File: src/hdl/b64d_pkg.sv
// ----------------------------------------------------------------------------
// b64d_pkg
// Types and the alphabet lookup shared by the base64 decoder modules.
// ----------------------------------------------------------------------------
package b64d_pkg;

   localparam int unsigned BurstMax = 3;

   // one group of results caused by a single character
   typedef struct packed {
      logic [1:0]                   last_idx;  // index of the last result
      logic [BurstMax-1:0][7:0]     data;      // data[0] goes out first
      logic                         fin;       // last result closes the text
      logic                         bare;      // single end marker, no data
   } burst_type;

   typedef struct packed {
      logic       hit;
      logic [5:0] value;
   } sextet_type;

   function automatic sextet_type sextet(input logic [7:0] c);
      sextet_type s;
      s.hit   = 1'b1;
      s.value = 6'd0;
      if (c >= 8'h41 && c <= 8'h5A) begin         // A-Z
         s.value = 6'(c - 8'h41);
      end else if (c >= 8'h61 && c <= 8'h7A) begin  // a-z
         s.value = 6'(c - 8'h61 + 8'd26);
      end else if (c >= 8'h30 && c <= 8'h39) begin  // 0-9
         s.value = 6'(c - 8'h30 + 8'd52);
      end else if (c == 8'h2B) begin                // '+'
         s.value = 6'd62;
      end else if (c == 8'h2F) begin                // '/'
         s.value = 6'd63;
      end else begin
         s.hit = 1'b0;
      end
      return s;
   endfunction

endpackage

File: src/hdl/b64d_unpack.sv
// ----------------------------------------------------------------------------
// b64d_unpack
// Holds the partial sextet group and turns an accepted character that completes
// a group or ends the text into a burst of results (end-of-text flush).
// ----------------------------------------------------------------------------
module b64d_unpack (
   input  logic                clock,
   input  logic                reset,
   input  logic                take,
   input  logic [7:0]          text_char,
   input  logic                end_of_text,
   output logic                has_burst,
   output b64d_pkg::burst_type burst
);

   logic [17:0]            acc_ff, acc_in;
   logic [1:0]             cnt_ff, cnt_in;
   b64d_pkg::sextet_type   sx;
   logic [23:0]            acc_new;
   logic [2:0]             cnt_sum;
   logic                   full;

   always_comb begin
      sx      = b64d_pkg::sextet(text_char);
      acc_new = sx.hit ? {acc_ff, sx.value} : {6'd0, acc_ff};
      cnt_sum = {1'b0, cnt_ff} + {2'b00, sx.hit};
      full    = (cnt_sum == 3'd4);

      has_burst      = 1'b0;
      burst.last_idx = 2'd0;
      burst.data     = '0;
      burst.fin      = end_of_text;
      burst.bare     = 1'b0;

      if (full) begin
         has_burst      = 1'b1;
         burst.last_idx = 2'd2;
         burst.data[0]  = acc_new[23:16];
         burst.data[1]  = acc_new[15:8];
         burst.data[2]  = acc_new[7:0];
      end else if (end_of_text) begin
         has_burst = 1'b1;
         case (cnt_sum)
            3'd3: begin
               burst.last_idx = 2'd1;
               burst.data[0]  = acc_new[17:10];
               burst.data[1]  = acc_new[9:2];
            end
            3'd2: begin
               burst.data[0] = acc_new[11:4];
            end
            default: begin
               burst.bare = 1'b1;  // one char or none: end marker only
            end
         endcase
      end

      acc_in = acc_ff;
      cnt_in = cnt_ff;
      if (take) begin
         if (full || end_of_text) begin
            acc_in = '0;
            cnt_in = '0;
         end else if (sx.hit) begin
            acc_in = acc_new[17:0];
            cnt_in = cnt_sum[1:0];
         end
      end
   end

   always_ff @(posedge clock) begin
      if (reset) begin
         acc_ff <= '0;
         cnt_ff <= '0;
      end else begin
         acc_ff <= acc_in;
         cnt_ff <= cnt_in;
      end
   end

endmodule

File: src/hdl/base64_lenient_decoder.sv
// ----------------------------------------------------------------------------
// base64_lenient_decoder
// Lenient streaming base64 decoder: skips non-alphabet characters and emits
// three bytes per four characters, flushing the partial group at end of text.
// ----------------------------------------------------------------------------
// Output: first result of a character is shown the cycle after its transfer
//   when the output is idle, else once the results ahead of it have drained.
// Rate: one character per cycle while no burst is queued; a character's results
//   hold the output until all are taken, and one further burst is queued behind it.
// While a burst sits in the queue, req_ready is low for every character.
// Reset (synchronous): clears the held group, the queue and the output.
// ----------------------------------------------------------------------------
module base64_lenient_decoder (
   input  logic       clock,
   input  logic       reset,
   input  logic       req_valid,
   output logic       req_ready,
   input  logic [7:0] req_text_char,
   input  logic       req_end_of_text,
   output logic       rsp_valid,
   input  logic       rsp_ready,
   output logic [7:0] rsp_out_byte,
   output logic       rsp_byte_valid,
   output logic       rsp_final_result
);

   logic                take;
   logic                has_burst;
   b64d_pkg::burst_type new_burst;

   b64d_pkg::burst_type pend_ff, pend_in;
   logic                pend_valid_ff, pend_valid_in;
   b64d_pkg::burst_type out_ff, out_in;
   logic                out_valid_ff, out_valid_in;
   logic [1:0]          idx_ff, idx_in;
   logic                out_xfer, out_done, out_free, new_item;

   assign req_ready = !pend_valid_ff;
   assign take      = req_valid && req_ready;

   b64d_unpack u_unpack (
      .clock       (clock),
      .reset       (reset),
      .take        (take),
      .text_char   (req_text_char),
      .end_of_text (req_end_of_text),
      .has_burst   (has_burst),
      .burst       (new_burst)
   );

   always_comb begin
      new_item = take && has_burst;
      out_xfer = out_valid_ff && rsp_ready;
      out_done = out_xfer && (idx_ff == out_ff.last_idx);
      out_free = !out_valid_ff || out_done;

      pend_in       = pend_ff;
      pend_valid_in = pend_valid_ff;
      out_in        = out_ff;
      out_valid_in  = out_valid_ff;
      idx_in        = idx_ff;

      if (out_xfer && !out_done) begin
         idx_in = idx_ff + 2'd1;
      end

      if (out_free) begin
         idx_in = 2'd0;
         if (pend_valid_ff) begin
            out_in        = pend_ff;
            out_valid_in  = 1'b1;
            pend_in       = new_burst;
            pend_valid_in = new_item;
         end else begin
            out_in       = new_burst;
            out_valid_in = new_item;
         end
      end else if (new_item) begin
         // output busy; queue slot is free since the transfer needed ready
         pend_in       = new_burst;
         pend_valid_in = 1'b1;
      end
   end

   always_ff @(posedge clock) begin
      if (reset) begin
         pend_valid_ff <= 1'b0;
         out_valid_ff  <= 1'b0;
         idx_ff        <= 2'd0;
      end else begin
         pend_valid_ff <= pend_valid_in;
         out_valid_ff  <= out_valid_in;
         idx_ff        <= idx_in;
      end
      pend_ff <= pend_in;
      out_ff  <= out_in;
   end

   assign rsp_valid        = out_valid_ff;
   assign rsp_out_byte     = out_ff.bare ? 8'd0 : out_ff.data[idx_ff];
   assign rsp_byte_valid   = !out_ff.bare;
   assign rsp_final_result = out_ff.fin && (idx_ff == out_ff.last_idx);

endmodule

File: config.mk
export PLATFORM = sky130hd
export DESIGN_NAME = base64_lenient_decoder
export DESIGN_NICKNAME = d
export VERILOG_FILES = /design/src/hdl/b64d_pkg.sv /design/src/hdl/b64d_unpack.sv /design/src/hdl/base64_lenient_decoder.sv
export SDC_FILE = /design/constraint.sdc
export NUM_CORES = 1
export LEC_CHECK = 0
export ABC_AREA = 1
export BUFFER_PORTS_ARGS = -buffer_cell sky130_fd_sc_hd__clkbuf_2
export CORE_UTILIZATION = 52
export DETAILED_ROUTE_END_ITERATION = 10
export PLACE_DENSITY = 0.76
export SETUP_SLACK_MARGIN = 0.5
export SLEW_MARGIN = 20
export SYNTH_ARGS = -nofsm -noshare
export SYNTH_HDL_FRONTEND = slang
export SYNTH_HIERARCHICAL = 1
export SYNTH_SLANG_ARGS = --single-unit
File: constraint.sdc
create_clock -name clock -period 6.8 [get_ports clock]
set_input_delay 1.02 -clock clock [delete_from_list [all_inputs] [get_ports clock]]
set_output_delay 1.02 -clock clock [all_outputs]
set_load 0.01 [all_outputs]
## After elaboration in Yosys (flattened, before gate mapping)

Index checks and enable logic that the tools add are counted.
Widths: inputs -> output; s select.

| storage, ports and cells | value |
|---|---|
| bits in registers | 80 |
| input port bits | 13 |
| output and inout bits | 12 |
| logic and storage cells | 98 |

| cells by class | value |
|---|---|
| $add $sub $neg | 7 |
| order comparisons | 7 |
| equal/unequal tests | 7 |
| muxes and demuxes | 39 |
| reductions and logical operators | 21 |

Operators with widths:

| kind | number |
|---|---|
| $mux 28 | 4 |
| $mux 18 | 2 |
| $mux 16 | 2 |
| $mux 8 | 4 |
| $mux 6 | 5 |
| $mux 24 | 1 |
| $bmux 8 s2 | 1 |
| $eq 8x6->1 const B | 2 |
| $ge 8x7->1 const B | 2 |
| $le 8x7->1 const B | 2 |
| $pmux 8 s2 | 1 |
| $mux 1 | 15 |
| $sub 6x6->6 const B | 2 |
| $logic_and 1x1->1 | 9 |
| $ge 8x6->1 const B | 1 |
| $le 8x6->1 const B | 1 |
| $mux 2 | 4 |
| $add 6x5->6 const B | 1 |
| $add 6x6->6 const B | 1 |
| $eq 3x2->1 const B | 2 |
| $sub 6x1->6 const B | 1 |
| $logic_not 1->1 | 4 |
| $reduce_and 2->1 | 2 |
| $reduce_bool 2->1 | 2 |
| other kinds (8) | 10 |

## Logic depth before layout (Yosys ltp)

Gate-level depths: netlist of the first run.

| logic depth | value |
|---|---|
| word-level depth | 14 |
| mapped depth | 24 |
| gate-level depth less buffers | 23 |

## By module

Netlist of the first run, hierarchy kept.

By module, submodules not included:

| module | times used | cells each | area an instance (µm²) | seq. area each (µm²) |
|---|---|---|---|---|
| base64_lenient_decoder | 1 | 230 | 2,447.3 | 1,761.7 |
| b64d_unpack | 1 | 383 | 2,364.8 | 400.4 |

## Worst setup path after synthesis of the first run

Ideal clock, no wire load.

| timing | value |
|---|---|
| path kind | input to register |
| start | input req_text_char[2] |
| end | register pend_ff[0] (netlist name), enable pin |
| library setup time | 0.417 ns |
| arrival time | 4.659 ns |
| data required time | 6.383 ns |
| setup slack | 1.724 ns |
| stages on the path | 18 |
| buffers on the path | 2 |
| path through | buf_6 > inv_2 > ha_1 > nand2_1 > nand2_1 > nand2_2 > nand2_2 > nand2_4 > nor2_4 > nand2_8 > buf_6 > ha_1 > ha_1 > nor3_2 > nor2_1 > inv_1 > nand2_1 > o21ai_1 |

| on the way | value |
|---|---|
| longest elaborated chain between the ends | 12 |
| elaborated cells on any way between the ends | 22 |
| those cells by class | 1 x add/sub; 6 x order compare; 3 x eq/ne; 6 x mux; 6 x reduce/logical |

Ends and longest elaborated chain:

| element | line | source |
|---|---|---|
| from (decl) | base64_lenient_decoder.sv:18 | `input logic [7:0] req_text_char,` |
| parallel branches: the longest is 5 deep, another holds $ge 8x6->1 | - |  |
| $mux 1 * | b64d_pkg.sv:26 | `if (c >= 8'h41 && c <= 8'h5A) begin` |
| $add 2x1->3 * | b64d_unpack.sv:26 | `cnt_sum = {1'b0, cnt_ff} + {2'b00, sx.hit};` |
| $eq 3x3->1 * | b64d_unpack.sv:27 | `full = (cnt_sum == 3'd4);` |
| $mux 1 * | b64d_unpack.sv:35 | `if (full) begin` |
| via has_burst | base64_lenient_decoder.sv:28 | `logic has_burst;` |
| $logic_and 1x1->1 * | base64_lenient_decoder.sv:52 | `new_item = take && has_burst;` |
| $reduce_bool 2->1 (no source line) * | - |  |
| $reduce_and 2->1 (no source line) * | - |  |
| to (signal assigned) | base64_lenient_decoder.sv:95 | `pend_ff <= pend_in;` |
| to (decl) | base64_lenient_decoder.sv:31 | `b64d_pkg::burst_type pend_ff, pend_in;` |

Mark *: on every way through the listed nets, which the timed path passes.
A chain may end at the register's enable or synchronous reset.

## Worst setup path after layout of the first run

| timing | value |
|---|---|
| start | input req_text_char[2] |
| end | register pend_ff[3] (netlist name), enable pin |

Same word-level chain as after synthesis.

==> run metrics, run 1 <==
post-synth design cell area 4810 sq um; initial antenna violation count 0; number of buffers on the longest clock path 2; ranking of synthesized cells by area sky130_fd_sc_hd__edfxtp_1 (35%), sky130_fd_sc_hd__nand2_1 (18%), sky130_fd_sc_hd__dfxtp_1 (10%); clock-pin transition on the worst setup and hold timing paths 0.08 ns; number of optimization iterations in the first detailed-route pass 8; pin count of the biggest net entering global routing 33; cell seen most often among critical-path stages sky130_fd_sc_hd__nand2_1; net switching fraction of the power 27.6%; CTS resizes 0; TritonCTS Buffers 9; Crit Path Category in2reg; layout cell share with drive strength beyond 1 14.4%; peak ir drop on the vdd network 0.104 mV; H-tree levels 3; net switching component of the power 0.000284 W; critical path capture point type flip-flop; share of synthesized area occupied by flip-flops and latches 44.9%; kind of cell adding the most delay to the critical path simple AND/OR/NAND/NOR gates; total core area 8850 sq um; die extent in x 98.2 microns; status finished with violations; CTS sink count 80; part of the power in combinational logic 13.4%; #FFs+latches synth 80; number of DRC markers in iteration 0 278; cell at the root of the clock tree sky130_fd_sc_hd__clkbuf_8; TritonCTS clock tree built; sum of negative setup slack 0 ns; number of antenna repair diodes 0; post-route minimum period 4.47 ns; via count of the first global-routing pass 3,760; dpl cells 722; Synth Area per Inst 7.85 sq um; number of maximum-capacitance violations 0; share of power burned in registers 52.4%; total of buffers placed on input and output ports 24; DR WL/cell 14.4 microns; io pins 25; Crit. path cell count 19; final layout net count 649; non-filler instance count after layout 738; startpoint kind of the worst setup timing path primary input; post-CTS setup buffer count 0; kind of path behind the tightest hold check reg2reg; Synth Net Count 637; leakage power summed over all cells 2.24 nW; drt via density 5.37; Largest stage delay, worst path 0.36 ns; final count of pins violating max slew 0; buffer and inverter count on the worst path 5; Worst Clk Skew 0.0124 ns; area of the die 9640 sq um; antenna-violating nets left 0; estimated wirelength of the detail-placed design 7830 microns; Placement Rows 34; latest clock arrival within the worst-skew pair 0.35 ns; maximum fanout count along the critical path 27; routability-driven placement congestion ratio 0.930; number of warnings issued by yosys 6; Synth area leader sky130_fd_sc_hd__edfxtp_1; violations in the final reports design-rule violations; placed cell area 4880 sq um; global-route wire length before repair 17,900 microns; P per Cell Area 203 nW/um^2; critical path, cell by cell clkbuf_2, inv_2, ha_1, nand2_1, nand2_1, nand2_1, nor2_1, nor2_2, nor2_4, nand2_8, ha_1, ha_1, nor3_2, buf_4, nor2_1, inv_1, nand2_1, o21ai_2, buf_4; Critical-path top delay cell sky130_fd_sc_hd__buf_4; final hold viol count 0; Syn Inst Count 613; overall power 0.00103 W; # DRC 4; setup-violating endpoint count in the final report 0; initial core utilization 54.4%; GRT Total Usage 23.3%; maximum clock frequency 224 MHz; part of the total power dissipated in the clock network 34.1%; final critical-path share of the clock period 65.7%; worst endpoint required time 6.82 ns; CP Data Arrival Time 4.48 ns; cell depth of the worst flop-to-flop path 9; proportion of netlist area held by the largest area contributor 34.9%; unrepaired setup endpoints after global routing false; number of filler instances in the final layout 817; count of cell types in the netlist 39; Cell Int Power 0.000747 W; Routed Wire Length 10,600 microns; final std cell area, no fill 5080 sq um; Slew headroom 46.4%; post-synthesis to final-layout area growth 5.56%; die boundary height 98.2 microns; worst hold stages 2; actual slew at the worst max-slew pin 0.802 ns; number of vias in the routed layout 3,965; remaining global-route overflow 0; hold buffer count at CTS 0
==> area by class of cell <==
class	instances	area (sq um)	area share, %
sequential	80	2160	42.6
clock inverter	6	70.1	1.38
clock buffer	10	128	2.51
inverter	49	189	3.72
timing repair buffer	28	150	2.96
tap	108	135	2.66
multi-input combinational	457	2250	44.2
==> cell usage in the layout (no fill, tap or decap), types with 2 or more instances in the layout <==
cell / n
sky130_fd_sc_hd__nand2_1: 237
sky130_fd_sc_hd__edfxtp_1: 56
sky130_fd_sc_hd__nand3_1: 54
sky130_fd_sc_hd__inv_1: 40
sky130_fd_sc_hd__nor2_1: 39
sky130_fd_sc_hd__a21oi_1: 32
sky130_fd_sc_hd__dfxtp_1: 24
sky130_fd_sc_hd__clkbuf_2: 24
sky130_fd_sc_hd__nand2_2: 13
sky130_fd_sc_hd__o21ai_0: 12
sky130_fd_sc_hd__ha_1: 11
sky130_fd_sc_hd__clkbuf_8: 9
sky130_fd_sc_hd__inv_2: 8
sky130_fd_sc_hd__nand2_4: 7
sky130_fd_sc_hd__o21ai_1: 7
sky130_fd_sc_hd__nand3b_1: 7
sky130_fd_sc_hd__xor2_1: 5
sky130_fd_sc_hd__buf_4: 4
sky130_fd_sc_hd__and2_4: 4
sky130_fd_sc_hd__a21oi_2: 4
sky130_fd_sc_hd__xnor2_1: 3
sky130_fd_sc_hd__clkinvlp_4: 3
sky130_fd_sc_hd__nand3_2: 3
sky130_fd_sc_hd__and2_1: 3
sky130_fd_sc_hd__o21ai_2: 2
sky130_fd_sc_hd__inv_6: 2
sky130_fd_sc_hd__nor2_4: 2
sky130_fd_sc_hd__nand4_1: 2
sky130_fd_sc_hd__o22ai_1: 2
==> worst min-delay path, stage by stage (launching register included) <==
cell,delay [ns]
sky130_fd_sc_hd__dfxtp_1,0.31
sky130_fd_sc_hd__nand2_1,0.06
sky130_fd_sc_hd__a21oi_1,0.06
==> cells in the mapped netlist <==
master	instances
sky130_fd_sc_hd__nand2_1	237
sky130_fd_sc_hd__edfxtp_1	56
sky130_fd_sc_hd__nand3_1	54
sky130_fd_sc_hd__inv_1	40
sky130_fd_sc_hd__nor2_1	39
sky130_fd_sc_hd__a21oi_1	32
sky130_fd_sc_hd__dfxtp_1	24
sky130_fd_sc_hd__nand2_2	13
sky130_fd_sc_hd__o21ai_0	12
sky130_fd_sc_hd__ha_1	11
sky130_fd_sc_hd__buf_6	10
sky130_fd_sc_hd__inv_2	8
sky130_fd_sc_hd__o21ai_1	8
sky130_fd_sc_hd__clkbuf_1	7
sky130_fd_sc_hd__nand2_4	7
sky130_fd_sc_hd__nand3b_1	7
sky130_fd_sc_hd__xor2_1	5
sky130_fd_sc_hd__a21oi_2	4
sky130_fd_sc_hd__and2_4	4
sky130_fd_sc_hd__buf_2	4
sky130_fd_sc_hd__buf_4	4
sky130_fd_sc_hd__and2_1	3
sky130_fd_sc_hd__nand3_2	3
sky130_fd_sc_hd__xnor2_1	3
sky130_fd_sc_hd__nand4_1	2
sky130_fd_sc_hd__nor2_4	2
sky130_fd_sc_hd__o22ai_1	2
sky130_fd_sc_hd__a31oi_1	1
sky130_fd_sc_hd__a32oi_1	1
sky130_fd_sc_hd__buf_12	1
sky130_fd_sc_hd__dlygate4sd3_1	1
sky130_fd_sc_hd__inv_6	1
sky130_fd_sc_hd__nand2_8	1
sky130_fd_sc_hd__nor2_2	1
sky130_fd_sc_hd__nor3_1	1
sky130_fd_sc_hd__nor3_2	1
sky130_fd_sc_hd__o21ai_2	1
sky130_fd_sc_hd__o21ai_4	1
sky130_fd_sc_hd__o21bai_1	1
==> final timing paths <==
path	start	to	slack (ns)
setup / recovery	req_text_char[2]	pend_ff[3]	2.33
setup reg to reg	u_unpack/cnt_ff[0]	pend_ff[3]	4.31
hold / removal	u_unpack/acc_ff[3]	u_unpack/acc_ff[3]	0.47
hold reg to reg	u_unpack/acc_ff[3]	u_unpack/acc_ff[3]	0.47
==> stage by stage <==
stage          hold slack [ns]  setup WS, ns  utilization, %
4_1_cts                  0.470          2.35            57.4
5_1_grt                  0.483          2.00            57.4
3_5_place_dp             0.457          1.98            55.2
3_3_place_gp             0.453          2.17            55.2
2_1_floorplan            0.443          1.72               -
6_report                 0.469          2.33            57.4
==> power groups by stage <==
stage	Sequential, W	Clock [W]	Combinational (W)
after CTS	0.000541	0.000356	0.000137
after detailed placement	0.000552	0	0.000137
after global placement	0.000551	0	0.000136
final	0.000541	0.000352	0.000139
after global routing	0.000543	0.000379	0.000154
after floorplan	0.000550	0	0.000113
==> state kept, by name (all words and copies together), names as in the netlist <==
register,flops
u_unpack/acc_ff,18
pend_ff,28
rsp_valid,1
u_unpack/cnt_ff,2
pend_valid_ff,1
idx_ff,2
out_ff,28
==> cells by family after synthesis <==
family          Yosys count  share of synthesized area [%]
flops                    80                           44.9
simple gates            375                           34.9
buf+inv                  76                           8.48
xor+xnor                  8                           1.46
fa+ha+maj                11                           2.86
compound gates           63                           7.38
==> layer usage <==
metal  wire, microns  up-vias  part of all wire, %  GRT usage [%]
met5               0        -                    0              0
met4             152        0                  1.4           6.89
met3             567       11                  5.3           3.44
met2            4960      114                   47           38.8
met1            4920     1839                   46           31.6
li1                -     2001                    -              -
Power figures use the tool's default switching activity.
==> run 2, diff against run 1 <==
--- a/config.mk
+++ b/config.mk
@@ -5,11 +5,11 @@
 export SDC_FILE = /design/constraint.sdc
 export NUM_CORES = 1
 export LEC_CHECK = 0
-export ABC_AREA = 1
+export ABC_AREA = 0
 export BUFFER_PORTS_ARGS = -buffer_cell sky130_fd_sc_hd__clkbuf_2
 export CORE_UTILIZATION = 52
 export DETAILED_ROUTE_END_ITERATION = 10
-export PLACE_DENSITY = 0.76
+export PLACE_DENSITY = 0.79
 export SETUP_SLACK_MARGIN = 0.5
 export SLEW_MARGIN = 20
 export SYNTH_ARGS = -nofsm -noshare
==> constraint.sdc (replaced) <==
create_clock -name clock -period 3.8 [get_ports clock]
set_input_delay 0.57 -clock clock [delete_from_list [all_inputs] [get_ports clock]]
set_output_delay 0.57 -clock clock [all_outputs]
set_load 0.01 [all_outputs]
==> run 2 against run 1 <==
Critical path depth down 3. Total power is 74% higher. Clock power increased by 78%. Highest routed layer unchanged. The run now ends clean. Via count shrank 14%. Sequential cell count is the same. Synthesized cell count down 33%. Global-route usage grew 0.62 points. First-iteration DRC count is 14% higher. Worst setup slack got worse by 1.7 ns. Register-to-register slack worse by 3.0 ns.
==> run metrics, run 2 <==
share of async-settable or async-resettable flops after synthesis 0%; estimated wirelength of the detail-placed design 7240 microns; sum of negative setup slack 0 ns; DR WL/cell 18.9 microns; setup-violating endpoint count in the final report 0; peak ir drop on the vdd network 0.151 mV; most used flip-flop cell after synthesis sky130_fd_sc_hd__edfxtp_1; number of optimization iterations in the first detailed-route pass 5; leakage power summed over all cells 1.93 nW; area of the die 9300 sq um; startpoint of the worst hold path u_unpack/cnt_ff[1]; initial antenna violation count 0; maximum fanout count along the critical path 9; number of DRC markers in iteration 0 318; endpoint of the worst hold path u_unpack/cnt_ff[1]; number of vias in the routed layout 3,424; worst endpoint required time 3.92 ns; remaining global-route overflow 0; placed cell area 4910 sq um; unrepaired setup endpoints after global routing false; count of flip-flops with a built-in enable after synthesis 56; TritonCTS Buffers 9; Top Registers out_ff: 28 flops, pend_ff: 28 flops, u_unpack/acc_ff: 18 flops; number of warnings issued by yosys 6; top-count cell post-synth sky130_fd_sc_hd__edfxtp_1; cell at the root of the clock tree sky130_fd_sc_hd__clkbuf_8; H-tree levels 3; status complete, no violations; routability-driven placement congestion ratio 0.882; total core area 8680 sq um; maximum clock frequency 311 MHz; io pins 25; Post-synth top cells sky130_fd_sc_hd__edfxtp_1 (56), sky130_fd_sc_hd__mux2_2 (35), sky130_fd_sc_hd__nor2_1 (33); Worst Clk Skew 0.00797 ns; # DRC 0; proportion of netlist area held by the largest area contributor 36.3%; Slew headroom 26.8%; worst hold stages 2; final count of pins violating max slew 0; number of maximum-capacitance violations 0; commonest cells after routing, fill and taps aside sky130_fd_sc_hd__edfxtp_1 (56), sky130_fd_sc_hd__mux2_2 (35), sky130_fd_sc_hd__nor2_1 (32); startpoint kind of the worst setup timing path primary input; latest clock arrival within the worst-skew pair 0.36 ns; die extent in x 96.4 microns; post-synthesis to final-layout area growth 12.2%; global-route wire length before repair 16,600 microns; number of filler instances in the final layout 700; cell seen most often among critical-path stages sky130_fd_sc_hd__ha_4; Placement Rows 34; count of cell types in the netlist 70; cell depth of the worst flop-to-flop path 3; antenna-violating nets left 0; final hold viol count 0; overall power 0.00180 W; number of buffers on the longest clock path 2; R2R Setup Slk 1.33 ns; Synth Net Count 434; Critical-path top delay cell sky130_fd_sc_hd__a221o_1; post-synth design cell area 4640 sq um; kind of path behind the tightest hold check reg2reg; share of synthesized area occupied by flip-flops and latches 46.6%; clock-pin transition on the worst setup and hold timing paths 0.08 ns; initial core utilization 53.4%; Routed Wire Length 10,400 microns; GRT Total Usage 23.9%; share of the core filled with cells 59.9%; Synth area leader sky130_fd_sc_hd__edfxtp_1; drt via density 6.19; total of buffers placed on input and output ports 24; CTS sink count 80; TritonCTS clock tree built; number of antenna repair diodes 0; via count of the first global-routing pass 3,288; Syn Inst Count 410; worst slack on hold paths 0.511 ns; actual slew at the worst max-slew pin 1.10 ns; most common library cell in the layout ignoring fill and taps sky130_fd_sc_hd__edfxtp_1; ranking of synthesized cells by area sky130_fd_sc_hd__edfxtp_1 (36%), sky130_fd_sc_hd__dfxtp_1 (10%), sky130_fd_sc_hd__mux2_2 (8.5%); post-route minimum period 3.22 ns; P per Cell Area 346 nW/um^2; reg-to-reg critical path endpoint out_ff[3]; final std cell area, no fill 5200 sq um; Largest stage delay, worst path 0.35 ns; launch point of the worst reg-to-reg path idx_ff[0]; Synth Area per Inst 11.3 sq um; #FFs+latches synth 80; CP Data Arrival Time 3.33 ns; critical path capture point type flip-flop; final layout net count 464; layout cell share with drive strength beyond 1 33.7%; die boundary height 96.4 microns; Crit Path Category in2reg; pin count of the biggest net entering global routing 33; final critical-path share of the clock period 84.6%; critical path, cell by cell clkbuf_2, inv_1, ha_1, nor2b_2, o21ai_4, o311a_4, nor2_8, inv_8, ha_4, ha_4, nand3b_1, inv_2, nand2_4, o21ai_2, a221o_1, mux2_2
run 2: cell count changes after synthesis, moves of 8 or more:
cell	change
sky130_fd_sc_hd__or2_2	+9
sky130_fd_sc_hd__inv_1	-24
sky130_fd_sc_hd__nand2_2	-11
sky130_fd_sc_hd__inv_2	-8
sky130_fd_sc_hd__a22oi_1	+12
sky130_fd_sc_hd__mux2_2	+35
sky130_fd_sc_hd__mux2i_1	+20
sky130_fd_sc_hd__nand2_1	-214
sky130_fd_sc_hd__nand3_1	-44
run 2: cell type report:
class                      count  area [sq um]  area share, %
inverter                      17          78.8           1.52
timing repair buffer          42           263           5.05
sequential                    80          2160           41.6
multi-input combinational    290          2370           45.5
clock inverter                 6          70.1           1.35
clock buffer                  10           128           2.45
tap                          108           135           2.60
run 2: worst max-delay path by stage:
| stage | startpoint | end | slack (ns) | cells past startpoint |
|---|---|---|---|---|
| floorplan | req_text_char[2] | out_ff[17] | 0.32 | 16 |
| finish | req_text_char[0] | out_ff[15] | 0.58 | 16 |
| detailed placement | req_text_char[2] | out_ff[15] | 0.07 | 16 |
| CTS | req_text_char[1] | out_ff[17] | 0.51 | 16 |
| global route | req_text_char[0] | out_ff[17] | 0.51 | 17 |
| global placement | req_text_char[2] | out_ff[14] | 0.15 | 16 |
run 2: logic make-up (layout without fill, tap and decap cells):
group	count (synthesis)	count (layout)	share of synthesized area, %
and+or+nand+nor	117	117	14.3
AOI/OAI and AO/OA	100	100	17.3
DFF	80	80	46.6
muxes	56	57	13.1
buffers and inverters	41	75	4.80
adders and majority gates	11	11	2.97
xor gates and xnor gates	5	5	0.945
run 2: repair_timing:
item / 4_1_cts / 5_1_grt
gates resized for setup: 5 / 9
buffers inserted: 0 / 6
gates cloned: 0 / 1
hold buffers: 0 / 0
pin swaps: 0 / 2
setup endpoints to repair: 4 / 53
run 2: per-layer routing:
layer	vias to the layer above	GRT usage [%]	part of all wire [%]
met4	0	8.09	2.1
met2	118	40.5	49
met3	21	4.54	4.8
li1	1600	-	-
met1	1685	30.8	44
met5	-	0	0
run 2: worst max-delay path, delay by kind of cell:
family,cells,cell delay [ns]
AND/OR/NAND/NOR,4,0.49
AO/OA/AOI/OAI,4,0.95
multiplexers,1,0.27
adder cells (fa/ha/maj),3,0.61
buffers and inverters,4,0.43
run 2: report_power, final:
| part | leakage (nW) | switching, W | internal, W |
|---|---|---|---|
| registers | 0.793 | 0.0000129 | 0.000954 |
| logic | 1.03 | 0.000125 | 0.0000818 |
| clock network | 0.100 | 0.000318 | 0.000307 |
run 2: per-stage QoR:
stage | std cells | worst slack [ns]
after global routing | 553 | 0.508
after CTS | 546 | 0.510
after global placement | 530 | 0.152
final | 553 | 0.584
after detailed placement | 530 | 0.0743
after floorplan | 410 | 0.322
